--- src/sv/posam_pkg.sv ---
// ----------------------------------------------------------------------------
// posam_pkg
// Constants, stage types and helpers for the posit add/multiply pipeline.
// ----------------------------------------------------------------------------
`default_nettype none

package posam_pkg;

  localparam int POSIT_WIDTH = 32;
  localparam int WORD_W      = 64;
  localparam int SIG_W       = POSIT_WIDTH - 4;
  localparam int FRAC_W      = SIG_W - 1;
  localparam int PROD_W      = 2 * SIG_W;
  localparam int SCALE_W     = 10;
  localparam int KMAX        = POSIT_WIDTH - 3;
  localparam int KMIN        = -(POSIT_WIDTH - 2);

  localparam logic [POSIT_WIDTH-1:0] NAR    = {1'b1, {(POSIT_WIDTH-1){1'b0}}};
  localparam logic [POSIT_WIDTH-1:0] ZERO   = '0;
  localparam logic [POSIT_WIDTH-2:0] MAXPOS = '1;
  localparam logic [POSIT_WIDTH-2:0] MINPOS = {{(POSIT_WIDTH-2){1'b0}}, 1'b1};

  typedef enum logic {
    OP_ADD = 1'b0,
    OP_MUL = 1'b1
  } op_t;

  // after decode
  typedef struct packed {
    op_t                     op;
    logic                    spec;
    logic [POSIT_WIDTH-1:0]  spec_val;
    logic                    na;
    logic                    nb;
    logic signed [SCALE_W-1:0] sa;
    logic signed [SCALE_W-1:0] sb;
    logic [SIG_W-1:0]        ma;
    logic [SIG_W-1:0]        mb;
  } dec_t;

  // after alignment / product
  typedef struct packed {
    op_t                     op;
    logic                    spec;
    logic [POSIT_WIDTH-1:0]  spec_val;
    logic                    na;
    logic                    nb;
    logic signed [SCALE_W-1:0] scale;
    logic [WORD_W-1:0]       big;
    logic [WORD_W-1:0]       sh;
    logic                    flag;
    logic [PROD_W-1:0]       prod;
  } aln_t;

  // unnormalised magnitude, also used after normalising
  typedef struct packed {
    logic                    spec;
    logic [POSIT_WIDTH-1:0]  spec_val;
    logic                    neg;
    logic signed [SCALE_W-1:0] scale;
    logic [WORD_W-1:0]       sig;
    logic                    sticky;
  } mag_t;

  // posit bit string before rounding
  typedef struct packed {
    logic                    spec;
    logic [POSIT_WIDTH-1:0]  spec_val;
    logic                    neg;
    logic                    sat_hi;
    logic                    sat_lo;
    logic [POSIT_WIDTH-2:0]  body;
    logic                    guard;
    logic                    sticky;
  } enc_t;

  // leading zero count over a 64-bit word, 64 for zero
  function automatic logic [6:0] lzc64(input logic [WORD_W-1:0] x);
    logic [WORD_W-1:0] t;
    logic [6:0]        n;
    t = x;
    n = '0;
    for (int i = 5; i >= 0; i--) begin
      if ((t >> (WORD_W - (1 << i))) == '0) begin
        n = n | (7'd1 << i);
        t = t << (1 << i);
      end
    end
    if (!t[WORD_W-1]) begin
      n = n + 7'd1;
    end
    return n;
  endfunction

endpackage

`default_nettype wire

--- src/sv/posit_add_multiply_unit.sv ---
// ----------------------------------------------------------------------------
// posit_add_multiply_unit
// 32-bit posit (es = 2) adder and multiplier, six register stages.
// ----------------------------------------------------------------------------
//  channel | signals                                  | dir
//  --------+------------------------------------------+-----
//  in      | in_valid, in_ready, operation, operand_a, | in
//          | operand_b                                 |
//  out     | out_valid, out_ready, result              | out
//
//  one beat per cycle while the output is not held; each beat passes every stage register in turn
//  stages: decode, align or multiply, add, normalise, regime build, round
//  the whole pipe advances together; a held output beat freezes every stage
//  and drops in_ready, bubbles fill when the output is empty
//  rst clears the valid bits only
// ----------------------------------------------------------------------------
`default_nettype none

module posit_add_multiply_unit (
  input  wire logic        clk,
  input  wire logic        rst,
  input  wire logic        in_valid,
  output logic             in_ready,
  input  wire logic        operation,
  input  wire logic [31:0] operand_a,
  input  wire logic [31:0] operand_b,
  output logic             out_valid,
  input  wire logic        out_ready,
  output logic [31:0]      result
);

  localparam int N  = posam_pkg::POSIT_WIDTH;
  localparam int W  = posam_pkg::WORD_W;
  localparam int SW = posam_pkg::SCALE_W;

  localparam logic [N-1:0] ZERO_F = '0;

  logic en;
  logic v1, v2, v3, v4, v5;
  posam_pkg::dec_t s1, s1_next;
  posam_pkg::aln_t s2, s2_next;
  posam_pkg::mag_t s3, s3_next;
  posam_pkg::mag_t s4, s4_next;
  posam_pkg::enc_t s5, s5_next;
  logic [N-1:0]    result_next;

  assign en       = !out_valid || out_ready;
  assign in_ready = en;

  // ---------------- decode ----------------
  logic [N-1:0]   a, b, pa, pb;
  logic           na, nb;
  logic [N-2:0]   ba, bb, ia, ib;
  logic [6:0]     m_a, m_b;
  logic [W-1:0]   ya, yb;
  logic signed [SW-1:0] ka, kb;

  always_comb begin
    a  = operand_a[N-1:0];
    b  = operand_b[N-1:0];
    na = a[N-1];
    nb = b[N-1];
    pa = na ? (ZERO_F - a) : a;
    pb = nb ? (ZERO_F - b) : b;
    ba = pa[N-2:0];
    bb = pb[N-2:0];
    ia = ba[N-2] ? ~ba : ba;
    ib = bb[N-2] ? ~bb : bb;
    m_a = posam_pkg::lzc64({ia, 1'b1, {(W-N){1'b0}}});
    m_b = posam_pkg::lzc64({ib, 1'b1, {(W-N){1'b0}}});
    ka = ba[N-2] ? ($signed({3'b000, m_a}) - SW'(1)) : -$signed({3'b000, m_a});
    kb = bb[N-2] ? ($signed({3'b000, m_b}) - SW'(1)) : -$signed({3'b000, m_b});
    ya = {ba, {(W-N+1){1'b0}}} << (m_a + 7'd1);
    yb = {bb, {(W-N+1){1'b0}}} << (m_b + 7'd1);

    s1_next.op = posam_pkg::op_t'(operation);
    s1_next.na = na;
    s1_next.nb = nb;
    s1_next.sa = (ka <<< 2) + $signed({{(SW-2){1'b0}}, ya[W-1:W-2]});
    s1_next.sb = (kb <<< 2) + $signed({{(SW-2){1'b0}}, yb[W-1:W-2]});
    s1_next.ma = {1'b1, ya[W-3 -: posam_pkg::FRAC_W]};
    s1_next.mb = {1'b1, yb[W-3 -: posam_pkg::FRAC_W]};
    s1_next.spec     = 1'b0;
    s1_next.spec_val = posam_pkg::ZERO;
    if (a == posam_pkg::NAR || b == posam_pkg::NAR) begin
      s1_next.spec     = 1'b1;
      s1_next.spec_val = posam_pkg::NAR;
    end else if (operation == posam_pkg::OP_MUL) begin
      if (a == posam_pkg::ZERO || b == posam_pkg::ZERO) begin
        s1_next.spec = 1'b1;
      end
    end else if (a == posam_pkg::ZERO) begin
      s1_next.spec     = 1'b1;
      s1_next.spec_val = b;
    end else if (b == posam_pkg::ZERO) begin
      s1_next.spec     = 1'b1;
      s1_next.spec_val = a;
    end
  end

  // ---------------- align or multiply ----------------
  logic                 swp;
  logic signed [SW-1:0] d;
  logic [W-1:0]         mb64;

  always_comb begin
    swp  = s1.sa < s1.sb;
    d    = swp ? (s1.sb - s1.sa) : (s1.sa - s1.sb);
    mb64 = {1'b0, (swp ? s1.ma : s1.mb), {(W-posam_pkg::SIG_W-1){1'b0}}};
    s2_next.op       = s1.op;
    s2_next.spec     = s1.spec;
    s2_next.spec_val = s1.spec_val;
    s2_next.prod     = s1.ma * s1.mb;
    s2_next.big      = {1'b0, (swp ? s1.mb : s1.ma), {(W-posam_pkg::SIG_W-1){1'b0}}};
    if (s1.op == posam_pkg::OP_MUL) begin
      s2_next.na    = s1.na ^ s1.nb;
      s2_next.nb    = 1'b0;
      s2_next.scale = s1.sa + s1.sb + SW'(1);
    end else begin
      s2_next.na    = swp ? s1.nb : s1.na;
      s2_next.nb    = swp ? s1.na : s1.nb;
      s2_next.scale = (swp ? s1.sb : s1.sa) + SW'(1);
    end
    if (d[SW-1:6] != '0) begin
      s2_next.sh   = '0;
      s2_next.flag = 1'b1;
    end else begin
      s2_next.sh   = mb64 >> d[5:0];
      s2_next.flag = ((s2_next.sh << d[5:0]) != mb64);
    end
  end

  // ---------------- add / subtract ----------------
  always_comb begin
    s3_next.spec     = s2.spec;
    s3_next.spec_val = s2.spec_val;
    s3_next.scale    = s2.scale;
    s3_next.neg      = s2.na;
    if (s2.op == posam_pkg::OP_MUL) begin
      s3_next.sig    = {s2.prod, {(W-posam_pkg::PROD_W){1'b0}}};
      s3_next.sticky = 1'b0;
    end else begin
      s3_next.sticky = s2.flag;
      if (s2.na == s2.nb) begin
        s3_next.sig = s2.big + s2.sh;
      end else if (s2.flag) begin
        s3_next.sig = s2.big - s2.sh - W'(1);
      end else if (s2.big >= s2.sh) begin
        s3_next.sig = s2.big - s2.sh;
      end else begin
        s3_next.sig = s2.sh - s2.big;
        s3_next.neg = s2.nb;
      end
      // exact cancellation
      if (s3_next.sig == '0 && !s2.flag && !s2.spec) begin
        s3_next.spec     = 1'b1;
        s3_next.spec_val = posam_pkg::ZERO;
      end
    end
  end

  // ---------------- normalise ----------------
  logic [6:0] lz;

  always_comb begin
    lz      = posam_pkg::lzc64(s3.sig);
    s4_next = s3;
    s4_next.sig   = s3.sig << lz[5:0];
    s4_next.scale = s3.scale - $signed({3'b000, lz});
  end

  // ---------------- regime build ----------------
  logic signed [SW-1:0] k;
  logic [1:0]           e;
  logic [4:0]           rl;
  logic [W-1:0]         regm, f, rest, str;

  always_comb begin
    k    = s4.scale >>> 2;
    e    = s4.scale[1:0];
    rl   = (k >= 0) ? 5'(k + SW'(2)) : 5'(SW'(1) - k);
    regm = (k >= 0) ? ({W{1'b1}} << (7'd63 - k[6:0])) : (W'(1) << (7'd63 + k[6:0]));
    f    = s4.sig << 1;
    rest = {e, f[W-1:2]};
    str  = regm | (rest >> rl);
    s5_next.spec     = s4.spec;
    s5_next.spec_val = s4.spec_val;
    s5_next.neg      = s4.neg;
    s5_next.sat_hi   = k > SW'(posam_pkg::KMAX);
    s5_next.sat_lo   = k < SW'(posam_pkg::KMIN);
    s5_next.body     = str[W-1 -: N-1];
    s5_next.guard    = str[W-N];
    s5_next.sticky   = s4.sticky || (f[1:0] != '0) || ((rest << (7'd64 - {2'b00, rl})) != '0)
                       || (str[W-N-1:0] != '0);
  end

  // ---------------- round ----------------
  logic [N-2:0] body;

  always_comb begin
    if (s5.sat_hi) begin
      body = posam_pkg::MAXPOS;
    end else if (s5.sat_lo) begin
      body = posam_pkg::MINPOS;
    end else begin
      body = s5.body + (N-1)'(s5.guard && (s5.sticky || s5.body[0]));
    end
    if (s5.spec) begin
      result_next = s5.spec_val;
    end else if (s5.neg) begin
      result_next = ZERO_F - {1'b0, body};
    end else begin
      result_next = {1'b0, body};
    end
  end

  always_ff @(posedge clk) begin
    if (rst) begin
      v1        <= 1'b0;
      v2        <= 1'b0;
      v3        <= 1'b0;
      v4        <= 1'b0;
      v5        <= 1'b0;
      out_valid <= 1'b0;
    end else if (en) begin
      v1        <= in_valid;
      v2        <= v1;
      v3        <= v2;
      v4        <= v3;
      v5        <= v4;
      out_valid <= v5;
    end
  end

  always_ff @(posedge clk) begin
    if (en) begin
      s1     <= s1_next;
      s2     <= s2_next;
      s3     <= s3_next;
      s4     <= s4_next;
      s5     <= s5_next;
      result <= 32'(result_next);
    end
  end

  // normalised significand carries its leading one
  a_norm: assert property (@(posedge clk) disable iff (rst)
    v4 && !s4.spec |-> s4.sig[W-1])
    else $error("normalised significand lost its leading one");

  // ordinary results never become NaR
  a_no_nar: assert property (@(posedge clk) disable iff (rst)
    en && v5 && !s5.spec |=> out_valid && result != posam_pkg::NAR)
    else $error("rounded result became NaR");

  // a beat in the last stage reaches the output
  a_flow: assert property (@(posedge clk) disable iff (rst)
    en && v5 |=> out_valid)
    else $error("beat dropped before output");

  a_sat: assert property (@(posedge clk) disable iff (rst)
    v5 |-> !(s5.sat_hi && s5.sat_lo))
    else $error("both saturation flags set");

endmodule

`default_nettype wire

--- config.mk ---
export PLATFORM = sky130hd
export DESIGN_NAME = posit_add_multiply_unit
export DESIGN_NICKNAME = d
export VERILOG_FILES = /design/src/sv/posam_pkg.sv /design/src/sv/posit_add_multiply_unit.sv
export SDC_FILE = /design/constraint.sdc
export NUM_CORES = 2
export LEC_CHECK = 0
export BUFFER_PORTS_ARGS = -buffer_cell sky130_fd_sc_hd__buf_2
export CORE_ASPECT_RATIO = 1.75
export CORE_UTILIZATION = 55
export DETAILED_ROUTE_END_ITERATION = 16
export GPL_TIMING_DRIVEN = 0
export PLACE_DENSITY_LB_ADDON = 0.25
export SKIP_LAST_GASP = 1
export SLEW_MARGIN = 25
export SYNTH_ARGS = -nofsm -noshare
export SYNTH_HDL_FRONTEND = slang
export SYNTH_SLANG_ARGS = --single-unit
--- constraint.sdc ---
create_clock -name clk -period 52.4 [get_ports clk]
set_clock_uncertainty 0.05 [all_clocks]
set_input_delay 0 -clock clk [delete_from_list [all_inputs] [get_ports clk]]
set_output_delay 0 -clock clk [all_outputs]
set_load 0.02 [all_outputs]
==> metrics.txt, run 1 <==
overall global routing resource usage=0.661; EDFF count, synth=621; post-DP HPWL=333 mm; asr flop ratio synth=0; status=stopped before the end; TritonCTS Sinks=627; vias in the first global route=94700; largest net degree at the start of global routing=59; Top Ports=103; Mapped Cells=9598; Error Message=[ERROR GRT-0116] Global routing finished with congestion. Check the congestion regions in the DRC Viewer.; Avg Cell Area, Syn=8.69 µm²; Ys Warns=0; CTS H-Tree Depth=2; last stage reached=global routing (5_1_grt); cts repair resizes=0; Post-Syn Nets=10700; Syn Std Cell Area=83400 µm²; CTS max path bufs=3; Routability Congestion=1.21; Seq/Total Area, Yosys=0.225; dominant synthesized flop cell=edfxtp_1; Rows=188; Cell variety after synth=111; CTS Buf Count=61; clock root cell=clkbuf_16; Die W=296 µm; flops & latches, synth=627; GR Overflow Total=1067; first-pass GRT wire length=741 mm; Port Buffer Count=91; Starting Density=0.555; Setup WS pre-CTS=41.31 ns; Die Height=517 µm
cell families after synthesis:
kind of cell             count (synthesis)  synth area share
adder cells (fa/ha/maj)               1035             0.216
multiplexers                           667            0.0939
XOR/XNOR                               345            0.0364
AO/OA/AOI/OAI                         1996             0.162
flip-flops                             627             0.225
AND/OR/NAND/NOR                       3244             0.190
buffers and inverters                 1684            0.0771
synth_stat cells (78+ instances only):
cell type     n  share of area
nand2_1    1035          0.047
inv_1      1013          0.046
nor2_1      782          0.035
fa_1        680           0.16
edfxtp_1    621           0.22
clkbuf_1    536          0.024
a21oi_1     465          0.028
mux2i_1     446          0.054
o21ai_0     396          0.024
and2_1      379          0.028
ha_1        355          0.053
xnor2_1     217          0.023
nand3_1     183          0.011
nor3_1      181          0.011
mux2_2      143          0.019
xor2_1      126          0.013
a21o_1      114          0.010
a211oi_1    113          0.010
nor4_1      103         0.0077
o211ai_1    102         0.0092
nand4_1      86         0.0065
or3_1        86         0.0065
mux4_2       78          0.021
repair_timing:
action,in CTS
hold endpoints to repair,45
hold buffers,66
buffers inserted,0
metrics by stage:
step                hold WS [ns]  area (µm²)  cells
CTS                      0.00506       89600  11900
detailed placement         0.196       86800  11700
global placement           0.190       86400  11700
floorplan                 0.0191       83400   9598
layer usage:
layer	GRT usage	overflow
met1	0.666	5
met5	0.177	4
met2	0.867	679
met3	0.454	11
met4	0.644	368
==> run 2, diff against run 1 <==
CORE_ASPECT_RATIO = not set   (was 1.75)
CORE_UTILIZATION = 40   (was 55)
PLACE_DENSITY_LB_ADDON = 0.15   (was 0.25)
==> run 2 against run 1 <==
  * The flow now finishes without violations
  * Synthesized area did not move
  * Synthesized cell count stayed put
==> metrics.txt, run 2 <==
Port Buffer Count=91 (unchanged); largest stage delay on the critical path=0.95 ns; number of routed nets with antenna violations=0; M3 GR Usage=0.0896; Final Hold Viols=0; Top Ports=103 (unchanged); Nets=11000; crit path max fanout=10; Layout Area Growth over Synthesis=9.37%; core area=207000 µm²; Setup CP Type=flip-flop to flip-flop; vias in the first global route=77900; initial drt markers=10500; largest net degree at the start of global routing=56; post-route minimum period=11.49 ns; Yosys top cell area share=0.224 (unchanged); Largest register FFs=193; crit-path most repeated cell=fa_1; CP max-delay cell=clkbuf_1; r2r endpoint=s2[55]$_DFFE_PP_; Mapped Cells=9598 (unchanged); Starting Density=0.403 (was 0.555); DRC viols=0; TritonCTS Sinks=627 (unchanged); M1 GR Usage=0.515; CTS tree=built; status=finished clean (was stopped before the end); Seq/Total Area, Yosys=0.225 (unchanged); EDFF count, synth=621 (unchanged); first-pass GRT wire length=586 mm; Routability Congestion=1.07 (was 1.21); asr flop ratio synth=0 (unchanged); WL final=418 mm; most frequent cells in the layout=1035 x nand2_1, 1013 x inv_1, 780 x nor2_1; post-DP HPWL=332 mm (was 333 mm); Die Area=210000 µm²; initial antenna violation count=25; Critical path destination=s2[55]$_DFFE_PP_; clock root cell=clkbuf_16 (unchanged); Critical Path Start=s1[10]$_SDFFCE_PP0P_; dominant cell by count in the synthesized netlist=nand2_1 (unchanged); synth top area cells=edfxtp_1 22%, fa_1 16%, mux2i_1 5.4% (unchanged); Final TNS setup=0 ns; synth cell count leaders=1035 x nand2_1, 1013 x inv_1, 782 x nor2_1, 680 x fa_1, 621 x edfxtp_1 (unchanged); Most Crowded Layer GR=met2; Vias/cell=6.34; biggest regs=s2: 193 flops, s1: 110 flops, s3: 109 flops; max-cap violations=0; period utilization=0.219; Clock transition at path regs=0.06 ns; Highest Clock Rate=87.1 MHz; R2R cell count=32; worst hold path class=primary input to flip-flop; Hold Worst Slack=0.0822 ns; Cell variety after synth=111 (unchanged); max_slew headroom=0.175; register-to-register setup slack=40.91 ns; Die W=459 µm (was 296 µm); flops & latches, synth=627 (unchanged); endpoints failing setup=0; met2 usage=0.589; Hold Path Depth=2; Slew Viols, Final=0; CTS Buf Count=73 (was 61); RSZ-0062 raised after global routing=false; WP data required=52.82 ns; overall global routing resource usage=0.389; worst r2r src=s1[10]$_SDFFCE_PP0P_; CTS H-Tree Depth=3 (was 2); top cell type by total area after synthesis=edfxtp_1 (unchanged); Critical Path AT=11.91 ns; most flop-heavy register=s2; Post-Syn Nets=10700 (unchanged); startpoint types=flip-flop; Ys Warns=0 (unchanged); cts repair resizes=0 (unchanged); TritonRoute pass-1 iters=9; Die Height=459 µm (was 517 µm); Rows=167 (was 188); dominant synthesized flop cell=edfxtp_1 (unchanged); worst-skew pair later-pin latency=0.75 ns; Syn Std Cell Area=83400 µm² (unchanged); Avg Cell Area, Syn=8.69 µm² (unchanged); Vias=80600; Routed WL per cell=32.9 µm; share of cells above drive strength 1=0.0712; worst-margin pin slew=1.24 ns; most common cell after layout, fill and taps aside=nand2_1; fillers=20800; GR Overflow Total=0; CTS max path bufs=3 (unchanged); endpoint type of the worst setup path=flip-flop; final core utilization=0.440
## run 2: cell counts after synthesis
Identical to the previous run, type by type.
## run 2: metal layers
| metal | wire (µm) | part of all wire |
|---|---|---|
| met1 | 169000 | 0.40 |
| met2 | 180000 | 0.43 |
| met3 | 43800 | 0.10 |
| met4 | 26200 | 0.063 |
| met5 | 47 | 0.00011 |
## run 2: layout make-up
cell class | instances | area (µm²) | area share
Antenna cell | 10 | 25.0 | 0.000274
Clock buffer | 85 | 1870 | 0.0205
Buffer | 649 | 2570 | 0.0282
Clock inverter | 47 | 564 | 0.00619
Sequential cell | 627 | 18800 | 0.206
Tap cell | 2788 | 3490 | 0.0382
Timing Repair Buffer | 187 | 1620 | 0.0178
Multi-Input combinational cell | 7287 | 58400 | 0.640
Inverter | 1035 | 3880 | 0.0426
## run 2: how the worst min path moves through the flow
stage	start	end	slack, ns
after global placement	rst	v5$_SDFFE_PP0P_	0.19
after global routing	operation	s1[111]$_DFFE_PP_	0.06
after floorplan	rst	out_valid$_SDFFE_PP0P_	0.02
after CTS	operation	s1[111]$_DFFE_PP_	0.02
after detailed placement	rst	v4$_SDFFE_PP0P_	0.20
final	operation	s1[111]$_DFFE_PP_	0.08
## run 2: through the flow
step,area (µm²),std cells,worst slack [ns]
2_1_floorplan,83400,9598,33.36
3_3_place_gp,87300,12500,24.93
3_5_place_dp,88100,12500,41.36
4_1_cts,91100,12700,41.34
5_1_grt,91200,12700,40.89
6_report,91200,12700,40.91
## run 2: critical path: cells and delay by family, from the launching register on
kind | cells | cell delay [ns]
AOI/OAI and AO/OA | 15 | 4.08
adders and majority gates | 8 | 3.89
buffers and inverters | 7 | 2.02
DFF | 1 | 0.79
and+or+nand+nor | 1 | 0.22
xor gates and xnor gates | 1 | 0.15
## run 2: kinds of logic after synthesis
group / synth area share
mux: 0.0939
buf+inv: 0.0771
fa+ha+maj: 0.216
flops: 0.225
compound gates: 0.162
simple gates: 0.190
xor+xnor: 0.0364
## run 2: timing repair
action                    in CTS  in global routing
setup buffers                  0                  0
hold buffers                  63                  0
hold endpoints to repair      42                  0
Power of run 2 is left out: the tool's default activity adds up to more than one toggle a clock period on the data nets, which glitch-free logic cannot reach.
